--- src/rtl/rcop_pkg.sv ---
package rcop_pkg;

   localparam int COS_TABLE_DEPTH = 256;
   localparam int COS_IDX_W       = $clog2(COS_TABLE_DEPTH);
   // Phase index covers four quarter waves.
   localparam int FULL_W          = COS_IDX_W + 2;
   // The phase numerator is the remainder times twice the full-wave count.
   localparam int IDX_SHIFT       = COS_IDX_W + 3;

   localparam int POS_W  = 32;
   localparam int CNT_W  = 24;
   localparam int PER_W  = 16;
   localparam int CYC_W  = 8;
   localparam int COS_W  = 16;
   localparam int DVS_W  = PER_W + 1;
   localparam int DIV_W  = DVS_W + IDX_SHIFT;
   localparam int PROD_W = POS_W + COS_W + 3;
   localparam int SUM_W  = POS_W + 3;

   localparam int CSR_IDX_W  = 8;
   localparam int CSR_DATA_W = 32;

   localparam logic [CSR_IDX_W-1:0] CSR_AMPLITUDE    = 8'd0;
   localparam logic [CSR_IDX_W-1:0] CSR_PERIOD_TICKS = 8'd1;
   localparam logic [CSR_IDX_W-1:0] CSR_CYCLE_COUNT  = 8'd2;

   localparam logic [PER_W-1:0] PERIOD_RESET = 16'd1000;
   localparam logic [CYC_W-1:0] CYCLES_RESET = 8'd2;

   localparam logic [63:0] HALF_PI_Q30 = 64'd1686629713;

   typedef logic [COS_W-1:0] cos_table_type [COS_TABLE_DEPTH];

   typedef struct packed {
      logic load_item;
      logic start_mod;
      logic start_idx;
      logic read_table;
      logic multiply;
      logic sum;
      logic write_out;
   } rcop_cmd_type;

   typedef struct packed {
      logic hit;
      logic div_done;
      logic out_free;
   } rcop_sts_type;

   // Quarter-wave sine in Q0.16, from a Q30 Taylor series up to x^17.
   function automatic cos_table_type build_cos_table();
      cos_table_type tbl;
      logic [63:0] x;
      logic [63:0] x2;
      logic [63:0] term;
      logic [63:0] r;
      logic signed [63:0] acc;
      for (int i = 0; i < COS_TABLE_DEPTH; i++) begin
         x    = 64'(i) * HALF_PI_Q30 / COS_TABLE_DEPTH;
         x2   = (x * x) >> 30;
         term = x;
         acc  = $signed(x);
         term = ((term * x2) >> 30) / 64'd6;   acc = acc - $signed(term);
         term = ((term * x2) >> 30) / 64'd20;  acc = acc + $signed(term);
         term = ((term * x2) >> 30) / 64'd42;  acc = acc - $signed(term);
         term = ((term * x2) >> 30) / 64'd72;  acc = acc + $signed(term);
         term = ((term * x2) >> 30) / 64'd110; acc = acc - $signed(term);
         term = ((term * x2) >> 30) / 64'd156; acc = acc + $signed(term);
         term = ((term * x2) >> 30) / 64'd210; acc = acc - $signed(term);
         term = ((term * x2) >> 30) / 64'd272; acc = acc + $signed(term);
         if (acc < 0) begin
            tbl[i] = '0;
         end else begin
            r = ($unsigned(acc) + 64'd8192) >> 14;
            tbl[i] = (r > 64'd65535) ? 16'hFFFF : r[COS_W-1:0];
         end
      end
      return tbl;
   endfunction

   localparam cos_table_type COS_TABLE = build_cos_table();

endpackage

--- src/rtl/rcop_div.sv ---
module rcop_div import rcop_pkg::*; (
   input  logic             clock,
   input  logic             reset,
   input  logic             start,
   input  logic [DIV_W-1:0] dividend,
   input  logic [DVS_W-1:0] divisor,
   output logic [DIV_W-1:0] quotient,
   output logic [DVS_W-1:0] remainder,
   output logic             done
);

   localparam int STEP_W = $clog2(DIV_W + 1);

   logic [DIV_W-1:0]  quo_ff;
   logic [DVS_W-1:0]  rem_ff;
   logic [DVS_W-1:0]  dvs_ff;
   logic [STEP_W-1:0] step_ff;
   logic              done_ff;

   logic [DVS_W:0]    trial;
   logic              fits;
   logic [DVS_W:0]    diff;

   // Restoring division, one quotient bit per cycle.
   assign trial = {rem_ff, quo_ff[DIV_W-1]};
   assign fits  = trial >= {1'b0, dvs_ff};
   assign diff  = trial - {1'b0, dvs_ff};

   always_ff @(posedge clock) begin
      if (reset) begin
         step_ff <= '0;
         done_ff <= 1'b0;
      end else if (start) begin
         step_ff <= STEP_W'(DIV_W);
         done_ff <= 1'b0;
      end else if (step_ff != '0) begin
         step_ff <= step_ff - 1'b1;
         if (step_ff == STEP_W'(1)) begin
            done_ff <= 1'b1;
         end
      end
   end

   always_ff @(posedge clock) begin
      if (start) begin
         quo_ff <= dividend;
         rem_ff <= '0;
         dvs_ff <= divisor;
      end else if (step_ff != '0) begin
         quo_ff <= {quo_ff[DIV_W-2:0], fits};
         rem_ff <= fits ? diff[DVS_W-1:0] : trial[DVS_W-1:0];
      end
   end

   assign quotient  = quo_ff;
   assign remainder = rem_ff;
   assign done      = done_ff;

endmodule

--- src/rtl/rcop_ctrl.sv ---
module rcop_ctrl import rcop_pkg::*; (
   input  logic         clock,
   input  logic         reset,
   input  logic         req_valid,
   output logic         req_stall,
   input  rcop_sts_type sts,
   output rcop_cmd_type cmd
);

   localparam logic [2:0] S_IDLE  = 3'd0;
   localparam logic [2:0] S_MOD   = 3'd1;
   localparam logic [2:0] S_IDX   = 3'd2;
   localparam logic [2:0] S_LOOK  = 3'd3;
   localparam logic [2:0] S_MUL   = 3'd4;
   localparam logic [2:0] S_SUM   = 3'd5;
   localparam logic [2:0] S_WRITE = 3'd6;

   logic [2:0] state_ff;
   logic [2:0] state_in;

   always_comb begin
      state_in = state_ff;
      cmd      = '0;
      case (state_ff)
         S_IDLE: begin
            if (req_valid) begin
               cmd.load_item = 1'b1;
               if (sts.hit) begin
                  cmd.start_mod = 1'b1;
                  state_in      = S_MOD;
               end else begin
                  state_in = S_WRITE;
               end
            end
         end
         S_MOD: begin
            if (sts.div_done) begin
               cmd.start_idx = 1'b1;
               state_in      = S_IDX;
            end
         end
         S_IDX: begin
            if (sts.div_done) begin
               state_in = S_LOOK;
            end
         end
         S_LOOK: begin
            cmd.read_table = 1'b1;
            state_in       = S_MUL;
         end
         S_MUL: begin
            cmd.multiply = 1'b1;
            state_in     = S_SUM;
         end
         S_SUM: begin
            cmd.sum  = 1'b1;
            state_in = S_WRITE;
         end
         S_WRITE: begin
            if (sts.out_free) begin
               cmd.write_out = 1'b1;
               state_in      = S_IDLE;
            end
         end
         default: begin
            state_in = S_IDLE;
         end
      endcase
   end

   always_ff @(posedge clock) begin
      if (reset) begin
         state_ff <= S_IDLE;
      end else begin
         state_ff <= state_in;
      end
   end

   assign req_stall = (state_ff != S_IDLE);

endmodule

--- src/rtl/rcop_dpath.sv ---
module rcop_dpath import rcop_pkg::*; (
   input  logic                  clock,
   input  logic                  reset,
   input  rcop_cmd_type          cmd,
   output rcop_sts_type          sts,
   input  logic                  req_first_tick,
   input  logic signed [POS_W-1:0] req_actual_pos,
   output logic                  rsp_valid,
   input  logic                  rsp_stall,
   output logic signed [POS_W-1:0] rsp_target_pos,
   output logic                  rsp_target_valid,
   output logic [CNT_W-1:0]      rsp_ticks_left,
   output logic                  rsp_move_done,
   input  logic                  csr_valid,
   output logic                  csr_ready,
   input  logic [CSR_IDX_W-1:0]  csr_index,
   input  logic [CSR_DATA_W-1:0] csr_data
);

   localparam logic [CNT_W-1:0] CNT_MAX = {CNT_W{1'b1}};
   localparam logic signed [SUM_W-1:0] SUM_POS_MAX =
      {{(SUM_W-POS_W+1){1'b0}}, {(POS_W-1){1'b1}}};
   localparam logic signed [SUM_W-1:0] SUM_POS_MIN =
      {{(SUM_W-POS_W+1){1'b1}}, {(POS_W-1){1'b0}}};

   // Configuration registers.
   logic signed [POS_W-1:0] amp_ff;
   logic [PER_W-1:0]        period_ff;
   logic [CYC_W-1:0]        cycles_ff;

   // Move state.
   logic [CNT_W-1:0]        tick_ff;
   logic signed [POS_W-1:0] base_ff;

   // Per-item staging.
   logic                    hit_ff;
   logic                    outer_ff;
   logic                    add_ff;
   logic [CNT_W-1:0]        left_ff;
   logic                    done_ff;
   logic [COS_W+1:0]        c_ff;
   logic signed [PROD_W-1:0] prod_ff;
   logic signed [POS_W-1:0] target_ff;

   // Result register.
   logic                    rsp_valid_ff;
   logic signed [POS_W-1:0] rsp_target_ff;
   logic                    rsp_tvalid_ff;
   logic [CNT_W-1:0]        rsp_left_ff;
   logic                    rsp_done_ff;

   logic [CNT_W-1:0]        tick_in;
   logic [CNT_W-1:0]        half_w;
   logic [CNT_W-1:0]        total_w;
   logic [CNT_W-1:0]        tail_w;
   logic                    total_ge_half;
   logic                    seg1;
   logic                    seg2;
   logic                    seg3;
   logic                    latch_base;
   logic [CNT_W-1:0]        phase_j;

   logic                    div_start;
   logic [DIV_W-1:0]        div_dividend;
   logic [DVS_W-1:0]        div_divisor;
   logic [DIV_W-1:0]        div_quotient;
   logic [DVS_W-1:0]        div_remainder;
   logic                    div_done;

   logic [FULL_W-1:0]       phase_idx;
   logic [1:0]              quad;
   logic [COS_IDX_W-1:0]    frac;
   logic [COS_IDX_W-1:0]    tbl_addr;
   logic [COS_W:0]          cos_mag;
   logic [COS_W+1:0]        c_in;

   logic signed [PROD_W-1:0] rounded;
   logic signed [PROD_W-1:0] swing_full;
   logic signed [SUM_W-1:0]  swing;
   logic signed [SUM_W-1:0]  base_ext;
   logic signed [SUM_W-1:0]  sum_w;
   logic signed [POS_W-1:0]  target_in;

   assign csr_ready = 1'b1;

   always_ff @(posedge clock) begin
      if (reset) begin
         amp_ff    <= '0;
         period_ff <= PERIOD_RESET;
         cycles_ff <= CYCLES_RESET;
      end else if (csr_valid) begin
         case (csr_index)
            CSR_AMPLITUDE:    amp_ff    <= $signed(csr_data[POS_W-1:0]);
            CSR_PERIOD_TICKS: period_ff <= csr_data[PER_W-1:0];
            CSR_CYCLE_COUNT:  cycles_ff <= csr_data[CYC_W-1:0];
            default: begin
            end
         endcase
      end
   end

   // Segment decode for the tick being accepted.
   always_comb begin
      if (req_first_tick) begin
         tick_in = CNT_W'(1);
      end else if (tick_ff != CNT_MAX) begin
         tick_in = tick_ff + 1'b1;
      end else begin
         tick_in = tick_ff;
      end
   end

   assign half_w        = CNT_W'(period_ff >> 1);
   assign total_w       = CNT_W'(cycles_ff) * CNT_W'(period_ff);
   assign tail_w        = total_w - half_w;
   assign total_ge_half = total_w >= half_w;

   assign seg1 = (tick_in >= CNT_W'(1)) && (tick_in <= half_w);
   assign seg2 = !seg1 && (tick_in > half_w) && total_ge_half && (tick_in <= tail_w);
   assign seg3 = !seg1 && !seg2 && total_ge_half && (tick_in > tail_w)
                 && (tick_in <= total_w);

   always_comb begin
      latch_base = 1'b0;
      phase_j    = tick_in;
      if (seg1) begin
         latch_base = (tick_in == CNT_W'(1));
      end else if (seg2) begin
         latch_base = (tick_in == half_w + 1'b1);
         phase_j    = tick_in - half_w;
      end else if (seg3) begin
         latch_base = (tick_in == tail_w + 1'b1);
         phase_j    = tick_in - tail_w;
      end
   end

   always_ff @(posedge clock) begin
      if (reset) begin
         tick_ff <= '0;
         base_ff <= '0;
      end else if (cmd.load_item) begin
         tick_ff <= tick_in;
         if (latch_base) begin
            base_ff <= req_actual_pos;
         end
      end
   end

   always_ff @(posedge clock) begin
      if (cmd.load_item) begin
         hit_ff   <= seg1 | seg2 | seg3;
         outer_ff <= !seg2;
         add_ff   <= seg1;
         left_ff  <= (tick_in < total_w) ? total_w - tick_in : '0;
         done_ff  <= tick_in >= total_w;
      end
   end

   // One divider serves both the tick-in-period remainder and the phase index.
   assign div_start    = cmd.start_mod | cmd.start_idx;
   assign div_dividend = cmd.start_mod
                         ? DIV_W'(phase_j)
                         : (DIV_W'(div_remainder[PER_W-1:0]) << IDX_SHIFT)
                           + DIV_W'(period_ff);
   assign div_divisor  = cmd.start_mod ? {1'b0, period_ff} : {period_ff, 1'b0};

   rcop_div u_div (
      .clock     (clock),
      .reset     (reset),
      .start     (div_start),
      .dividend  (div_dividend),
      .divisor   (div_divisor),
      .quotient  (div_quotient),
      .remainder (div_remainder),
      .done      (div_done)
   );

   // Quarter-wave lookup; cos is negative in the second and third quarters.
   assign phase_idx = div_quotient[FULL_W-1:0];
   assign quad      = phase_idx[FULL_W-1 -: 2];
   assign frac      = phase_idx[COS_IDX_W-1:0];
   assign tbl_addr  = quad[0] ? frac : COS_IDX_W'(COS_TABLE_DEPTH - 32'(frac));

   always_comb begin
      if (!quad[0] && (frac == '0)) begin
         cos_mag = (COS_W+1)'(1) << COS_W;
      end else begin
         cos_mag = {1'b0, COS_TABLE[tbl_addr]};
      end
      if (quad == 2'd1 || quad == 2'd2) begin
         c_in = ((COS_W+2)'(1) << COS_W) + (COS_W+2)'(cos_mag);
      end else begin
         c_in = ((COS_W+2)'(1) << COS_W) - (COS_W+2)'(cos_mag);
      end
   end

   always_ff @(posedge clock) begin
      if (cmd.read_table) begin
         c_ff <= c_in;
      end
      if (cmd.multiply) begin
         prod_ff <= amp_ff * $signed({1'b0, c_ff});
      end
   end

   // Round half up, apply to the base and clamp to the position range.
   always_comb begin
      if (outer_ff) begin
         rounded    = prod_ff + (PROD_W'(1) <<< COS_W);
         swing_full = rounded >>> (COS_W + 1);
      end else begin
         rounded    = prod_ff + (PROD_W'(1) <<< (COS_W - 1));
         swing_full = rounded >>> COS_W;
      end
      swing    = swing_full[SUM_W-1:0];
      base_ext = SUM_W'(base_ff);
      sum_w    = add_ff ? base_ext + swing : base_ext - swing;
      if (sum_w > SUM_POS_MAX) begin
         target_in = {1'b0, {(POS_W-1){1'b1}}};
      end else if (sum_w < SUM_POS_MIN) begin
         target_in = {1'b1, {(POS_W-1){1'b0}}};
      end else begin
         target_in = sum_w[POS_W-1:0];
      end
   end

   always_ff @(posedge clock) begin
      if (cmd.load_item) begin
         target_ff <= '0;
      end else if (cmd.sum) begin
         target_ff <= target_in;
      end
   end

   always_ff @(posedge clock) begin
      if (reset) begin
         rsp_valid_ff <= 1'b0;
      end else if (cmd.write_out) begin
         rsp_valid_ff <= 1'b1;
      end else if (!rsp_stall) begin
         rsp_valid_ff <= 1'b0;
      end
   end

   always_ff @(posedge clock) begin
      if (cmd.write_out) begin
         rsp_target_ff <= target_ff;
         rsp_tvalid_ff <= hit_ff;
         rsp_left_ff   <= left_ff;
         rsp_done_ff   <= done_ff;
      end
   end

   assign sts.hit      = seg1 | seg2 | seg3;
   assign sts.div_done = div_done;
   assign sts.out_free = !rsp_valid_ff || !rsp_stall;

   assign rsp_valid        = rsp_valid_ff;
   assign rsp_target_pos   = rsp_target_ff;
   assign rsp_target_valid = rsp_tvalid_ff;
   assign rsp_ticks_left   = rsp_left_ff;
   assign rsp_move_done    = rsp_done_ff;

endmodule

--- src/rtl/raised_cosine_oscillation_profile.sv ---
// Raised-cosine oscillation profile for one servo axis.
// The req channel takes one control tick per beat: req_first_tick restarts
// the move at tick one and req_actual_pos is the measured position. The rsp
// channel returns one beat per tick with the commanded position, a flag that
// the tick lies inside the move, the ticks left and a done flag. Both
// channels move a beat when valid is high and stall is low.
// The csr port writes amplitude, period_ticks and cycle_count by index; it
// is always ready. The user must write it only while no tick is in flight;
// the block itself does not enforce this. A tick inside the move runs two
// divisions on one shared restoring divider (tick within the period, then
// the phase index), a table read, a 32x19 multiply and a round/clamp step
// before the result is written; a tick outside the move goes straight to
// the write of its result, and no new tick is taken until that write.
// req_stall is high while a tick is being processed. The result waits in an
// output register, so a stall on rsp delays only the final write of the
// next tick. Reset clears the tick counter, base position and pending
// result and loads the register defaults; the cosine table is constant.
module raised_cosine_oscillation_profile import rcop_pkg::*; (
   input  logic                    clock,
   input  logic                    reset,
   input  logic                    req_valid,
   output logic                    req_stall,
   input  logic                    req_first_tick,
   input  logic signed [POS_W-1:0] req_actual_pos,
   output logic                    rsp_valid,
   input  logic                    rsp_stall,
   output logic signed [POS_W-1:0] rsp_target_pos,
   output logic                    rsp_target_valid,
   output logic [CNT_W-1:0]        rsp_ticks_left,
   output logic                    rsp_move_done,
   input  logic                    csr_valid,
   output logic                    csr_ready,
   input  logic [CSR_IDX_W-1:0]    csr_index,
   input  logic [CSR_DATA_W-1:0]   csr_data
);

   rcop_cmd_type cmd;
   rcop_sts_type sts;

   rcop_ctrl u_ctrl (
      .clock     (clock),
      .reset     (reset),
      .req_valid (req_valid),
      .req_stall (req_stall),
      .sts       (sts),
      .cmd       (cmd)
   );

   rcop_dpath u_dpath (
      .clock            (clock),
      .reset            (reset),
      .cmd              (cmd),
      .sts              (sts),
      .req_first_tick   (req_first_tick),
      .req_actual_pos   (req_actual_pos),
      .rsp_valid        (rsp_valid),
      .rsp_stall        (rsp_stall),
      .rsp_target_pos   (rsp_target_pos),
      .rsp_target_valid (rsp_target_valid),
      .rsp_ticks_left   (rsp_ticks_left),
      .rsp_move_done    (rsp_move_done),
      .csr_valid        (csr_valid),
      .csr_ready        (csr_ready),
      .csr_index        (csr_index),
      .csr_data         (csr_data)
   );

endmodule

--- config.mk ---
export PLATFORM = sky130hd
export DESIGN_NAME = raised_cosine_oscillation_profile
export DESIGN_NICKNAME = d
export VERILOG_FILES = /design/src/rtl/rcop_pkg.sv /design/src/rtl/rcop_div.sv /design/src/rtl/rcop_ctrl.sv /design/src/rtl/rcop_dpath.sv /design/src/rtl/raised_cosine_oscillation_profile.sv
export SDC_FILE = /design/constraint.sdc
export NUM_CORES = 2
export LEC_CHECK = 0
export ABC_AREA = 1
export BUFFER_PORTS_ARGS = -buffer_cell sky130_fd_sc_hd__buf_4
export CAP_MARGIN = 30
export CORE_ASPECT_RATIO = 0.75
export CORE_MARGIN = 1
export CORE_UTILIZATION = 55
export CTS_BUF_LIST = sky130_fd_sc_hd__clkbuf_2 sky130_fd_sc_hd__clkbuf_4 sky130_fd_sc_hd__clkbuf_8
export DETAILED_ROUTE_END_ITERATION = 8
export PLACE_DENSITY = 0.7
export SYNTH_ARGS = -nofsm -noshare
export SYNTH_HDL_FRONTEND = slang
export SYNTH_SLANG_ARGS = --single-unit
--- constraint.sdc ---
create_clock -name clock -period 19.4 [get_ports clock]
set_clock_uncertainty 0.1 [all_clocks]
set_input_delay 1.94 -clock clock [delete_from_list [all_inputs] [get_ports clock]]
set_output_delay 1.94 -clock clock [all_outputs]
set_load 0.005 [all_outputs]
# == After elaboration in Yosys (flattened, before gate mapping) ==
# Memory sizes are Yosys's and may differ from the RTL's.
# Index checks and enable logic that the tools add are counted.
# totals
register_bits,371
rom_bits,4096
input_bits,78
out_inout_bits,61
wordCells,155
mem_count,1
# op_classes
add_sub_neg,17
mul,2
n_lt_le_gt_ge,13
n_eq_ne,20
mux,42
bitwise,4
n_reduce_logical,29
# mem_list
name,depth,width,rd,rd_clocked_by_memory_dff,wr,line,rtl
(no name shown),256,16,1,0,0,rcop_dpath.sv:188,"cos_mag = {1'b0, COS_TABLE[tbl_addr]};"
# ops
cell,n
$mux 24,5
$mux 28,3
$mux 35,2
$mux 32,2
$add 51x17->51 const B,1
$add 51x18->51 const B,1
$mul 32x19->51,1
$add 24x1->24 const B,2
$eq 24x24->1,2
$le 24x24->1,2
$mux 16,3
$sub 24x15->24,2
$sub 24x24->24,2
$add 32x35->35,1
$gt 35x32->1 const B,1
$lt 35x32->1 const B,1
$sub 32x35->35,1
$mux 17,2
$add 27x16->28,1
$eq 24x1->1 const B,1
$ge 24x1->1 const B,1
$ge 24x15->1,1
$ge 24x24->1,1
$gt 24x15->1,1
43 further kinds,87

# == Longest topological paths before layout ==
# depth
ltp_word,20
mapped_depth,52
depth_no_buf,49

# == Cells and area by module ==
# From an unflattened synthesis, not the netlist that was laid out.
# hier_totals
hier_cells,7820
area_unflattened_um2,55298.0
# by_module_without_submodules
mod,n_inst,cells_per_inst,area_per_inst_um2,seq_area_each_um2
rcop_dpath,1,7243,51015.2,7106.8
rcop_div,1,525,4018.9,1811.7
rcop_ctrl,1,52,264.0,60.1

# == Least setup slack after synthesis ==
# No wires, ideal clock.
# synth_path
kind,reg-to-reg
start,register u_dpath.cycles_ff[2]
end,register u_dpath.u_div.quo_ff[0] (netlist: u_dpath.u_div.quotient[0]) (enable)
setup_ps,374
arrival_ps,7324
required_time_ps,18926
path_slack_ps,11602
stages_incl_launch_ff,46
period_less_slack_ps,7798
cell_sequence,dfxtp_1 clkbuf_1 clkbuf_1 nand2_1 fa_1 fa_1 inv_1 fa_1 inv_1 fa_1 inv_1 ha_1 nand2_1 inv_1 nand3_1 nand2_1 nand2_1 nand2_1 (+10 left out) nor2_1 nand4_1 xor2_1 ha_1 inv_1 nor3_1 nand2_1 nor2_1 nand2_1 o2111ai_1 nand2_1 inv_1 nand3b_1 nand2_2 nand3_4 nand2_4 nor2_2 inv_2
# synth_lines
element,line,rtl
from (decl),rcop_dpath.sv:29,logic [CYC_W-1:0] cycles_ff;
from (signal assigned),rcop_dpath.sv:95,CSR_CYCLE_COUNT: cycles_ff <= csr_data[CYC_W-1:0];
to (signal assigned),rcop_div.sv:46,quo_ff <= dividend;
to (signal assigned),rcop_div.sv:50,"quo_ff <= {quo_ff[DIV_W-2:0], fits};"
to (decl),rcop_div.sv:14,logic [DIV_W-1:0] quo_ff;

==> summary.md <==
| Metric | Value |
|---|---|
| Status | `completed` |
| # hold bufs at CTS | `0` |
| Vias per cell | `5.69` |
| Die X | `365 um` |
| Maximum vdd ir drop | `0.173 mV` |
| CP Data Arrival Time | `10520 ps` |
| WS Path Type | `register to register` |
| Most frequent cells after synthesis | `1906 x nand2_1, 1543 x inv_1, 647 x fa_1` |
| HP Class | `register to register` |
| CP Launch Type | `register` |
| First-pass DRT Iterations | `9` |
| Area growth syn-to-layout | `6.43%` |
| Core area | `0.0975 sq mm` |
| Detailed Place HPWL | `140000 um` |
| Worst path required time | `19640 ps` |
| Crit-path max FO | `53` |
| Number of global-route vias before repair | `47900` |
| Hold Path Sink | `u_dpath.rsp_target_pos[0]` |
| TritonCTS clock tree | `done` |
| Post-synthesis sequential area ratio | `16.5%` |
| EDFF count, synth | `185` |
| Timing startpoint of the critical path | `u_dpath.cycles_ff[3]` |
| Reg2reg start | `u_dpath.cycles_ff[3]` |
| Async S/R FF share, synth | `0%` |
| Fin area | `0.0578 sq mm` |
| Pin count of the biggest net entering global routing | `80` |
| Iter 0 DRT Violations | `5697` |
| Distinct cell type count after synthesis | `72` |
| Post-CTS Resized | `0` |
| Final ANT Viol Nets | `0` |
| Slew HR | `27.9%` |
| P_leak | `30.0 nW` |
| Yosys top cell area share | `23.9%` |
| Hold Path Cell Cnt | `0` |
| Met2 wire length | `73300 um` |
| Clk buf depth | `3` |
| I/O Buffers | `137` |
| Mapped cell area | `0.0543 sq mm` |
| H-tree level count | `2` |
| Slowest stage delay, CP | `760 ps` |
| Setup Viol. Count Final | `0` |
| Die Area | `0.100 sq mm` |
| Highest routed layer | `met5` |
| I/O pin cnt | `139` |
| RSZ-0062 raised after global routing | `no` |
| Synthesized area per cell | `7.18 sq um` |
| Hold Vio Cnt, Final | `0` |
| Period minus WS final | `10280 ps` |
| Clk_lat worst skew | `730 ps` |
| Row count | `99` |
| Fin. max-slew vios | `0` |
| R2R cell count | `40` |
| Total GRT Usage | `36.5%` |
| CP max-delay cell | `dfxtp_1` |
| Root buf cell | `clkbuf_8` |
| Met3 WL post-DR | `22100 um` |
| Mapped Cells | `7559` |
| Max-cap viol count | `0` |
| Syn. warnings | `0` |
| DR WL/cell | `20.6 um` |
| CTS clk-pin slew, worst paths | `70 ps` |
| Pwr/cell area | `124 mW/mm^2` |
| Die Y-Extent | `274 um` |
| Nets | `8587` |
| Drt drc | `0` |
| Most frequent cell after synthesis | `nand2_1` |
| Reg-to-reg slack, setup | `9120 ps` |
| Initial Utilization | `55.7%` |
| TritonCTS Buffers | `58` |
| Placed cell area | `0.0565 sq mm` |
| Dominant cell type by area after synthesis | `fa_1` |
| CP dominant cell by count | `nand2_1` |
| Top FF cell, synth | `edfxtp_1` |
| CP Capture Type | `register` |
| Post-CTS Repair Setup Buffers | `0` |
| GRT overflow | `0` |
| Metal1 wirelength | `82100 um` |
| Area contributors post-synth | `fa_1 24%, nand2_1 13%, inv_1 11%` |
| Seq cells post-synth | `356` |
| CTS sink count | `356` |
| Global-route wire length before repair | `281000 um` |
| Worst Tran Pin Value | `1080 ps` |
| Via count | `50700` |
| Ratio of cells with drive above 1 in the final layout | `5.59%` |
| Setup Total Neg Slack | `0 ps` |
| Post-Route WL | `183000 um` |
| Reg2reg end | `u_dpath.u_div.quotient[19]` |
| Synthesized Nets | `8608` |
| Initial antenna violation count | `6` |
| Routability Congestion | `1.02` |
| Fmax achieved | `97.3 MHz` |
| Hold Path Origin | `u_dpath.target_ff[0]` |
| Part of the cycle the worst path needs | `53.0%` |
-- how the worst max path moves through the flow --
stage	endpoint	slack, ps
floorplan	u_dpath.u_div.quotient[0]	11600
global route	u_dpath.u_div.quotient[16]	8350
global placement	u_dpath.u_div.quotient[4]	9490
CTS	u_dpath.u_div.quotient[10]	9310
finish	u_dpath.u_div.quotient[19]	9120
detailed placement	u_dpath.u_div.quotient[3]	9360
-- worst max-delay path, delay by kind of cell (launching register included) --
family,cells,cell delay [ps]
simple gates,22,4040
fa+ha+maj,7,3080
buf+inv,6,910
flops,1,760
compound gates,4,590
xor+xnor,1,380
-- per-layer routing --
layer  vias up  global-route usage (%)
li1      23600                       -
met1     24000                    54.6
met2      2723                    51.2
met3       370                    9.53
met4         4                    10.9
met5         -                       0
-- state kept, by name (all words and copies together) (netlist names), 3 cells and up --
register and flops:
u_dpath.prod_ff 36, u_dpath.amp_ff 32, u_dpath.base_ff 32, u_dpath.rsp_target_pos 32, u_dpath.target_ff 32, u_dpath.u_div.quotient 28
u_dpath.left_ff 24, u_dpath.rsp_ticks_left 24, u_dpath.tick_ff 24, u_dpath.c_ff 18, u_dpath.u_div.dvs_ff 17, u_dpath.u_div.remainder 17
u_dpath.period_ff 16, u_dpath.cycles_ff 8, u_dpath.u_div.step_ff 5, u_ctrl.state_ff 3
-- cell type report --
type                            instances  area (sq um)
Timing Repair Buffer                  214          1740
Clock inverter                         32           312
Fill cell                            9249         39700
Multi-Input combinational cell       5343         38300
Antenna cell                            3          7.51
Tap cell                             1313          1640
Inverter                             1565          5870
Clock buffer                           76           971
Sequential cell                       356          8980
-- stage by stage --
| stage | setup slack (ps) | util, % | hold WS, ps | cells | total power, W |
|---|---|---|---|---|---|
| CTS | 9310 | 59.2 | 308 | 8898 | 0.00696 |
| global route | 8350 | 59.3 | 323 | 8901 | 0.00761 |
| finish | 9120 | 59.3 | 317 | 8902 | 0.00717 |
| global placement | 9490 | 57.7 | 301 | 8781 | 0.00624 |
| detailed placement | 9360 | 57.9 | 305 | 8790 | 0.00619 |
| floorplan | 11600 | - | 300 | 7559 | 0.00464 |
-- logic make-up (layout without fill, tap and decap cells) --
family,count (synthesis),after routing,synth area share [%]
and+or+nand+nor,2932,2932,22.1
buffers and inverters,1860,1887,13.2
AOI/OAI and AO/OA,1165,1165,12.3
adders and majority gates,971,971,31.3
DFF,356,356,16.5
xor gates and xnor gates,273,273,4.46
other,1,4,0.00691
muxes,1,1,0.0184
-- cells in the final DEF, fill, tap and decap left out, drive strengths merged, types with 19 or more instances in the layout --
cell	count
nor4	19
nand4	74
nand3	295
inv	1564
a211oi	49
a21oi	429
ha	324
dfxtp	171
fa	647
nor2	512
nand2	1924
xnor2	91
edfxtp	185
nor3	65
xor2	181
o221ai	19
o21ai	403
o211ai	56
buf	214
clkbuf	76
clkinv	23
or2	20
a31oi	75
-- power by group --
group          switching (W)  leakage, nW  total, W  internal [W]
registers           0.000172         3.14   0.00127       0.00110
clock network       0.000360        0.648  0.000747      0.000388
logic                0.00370         26.2   0.00514       0.00144
Power figures use the tool's default switching activity.
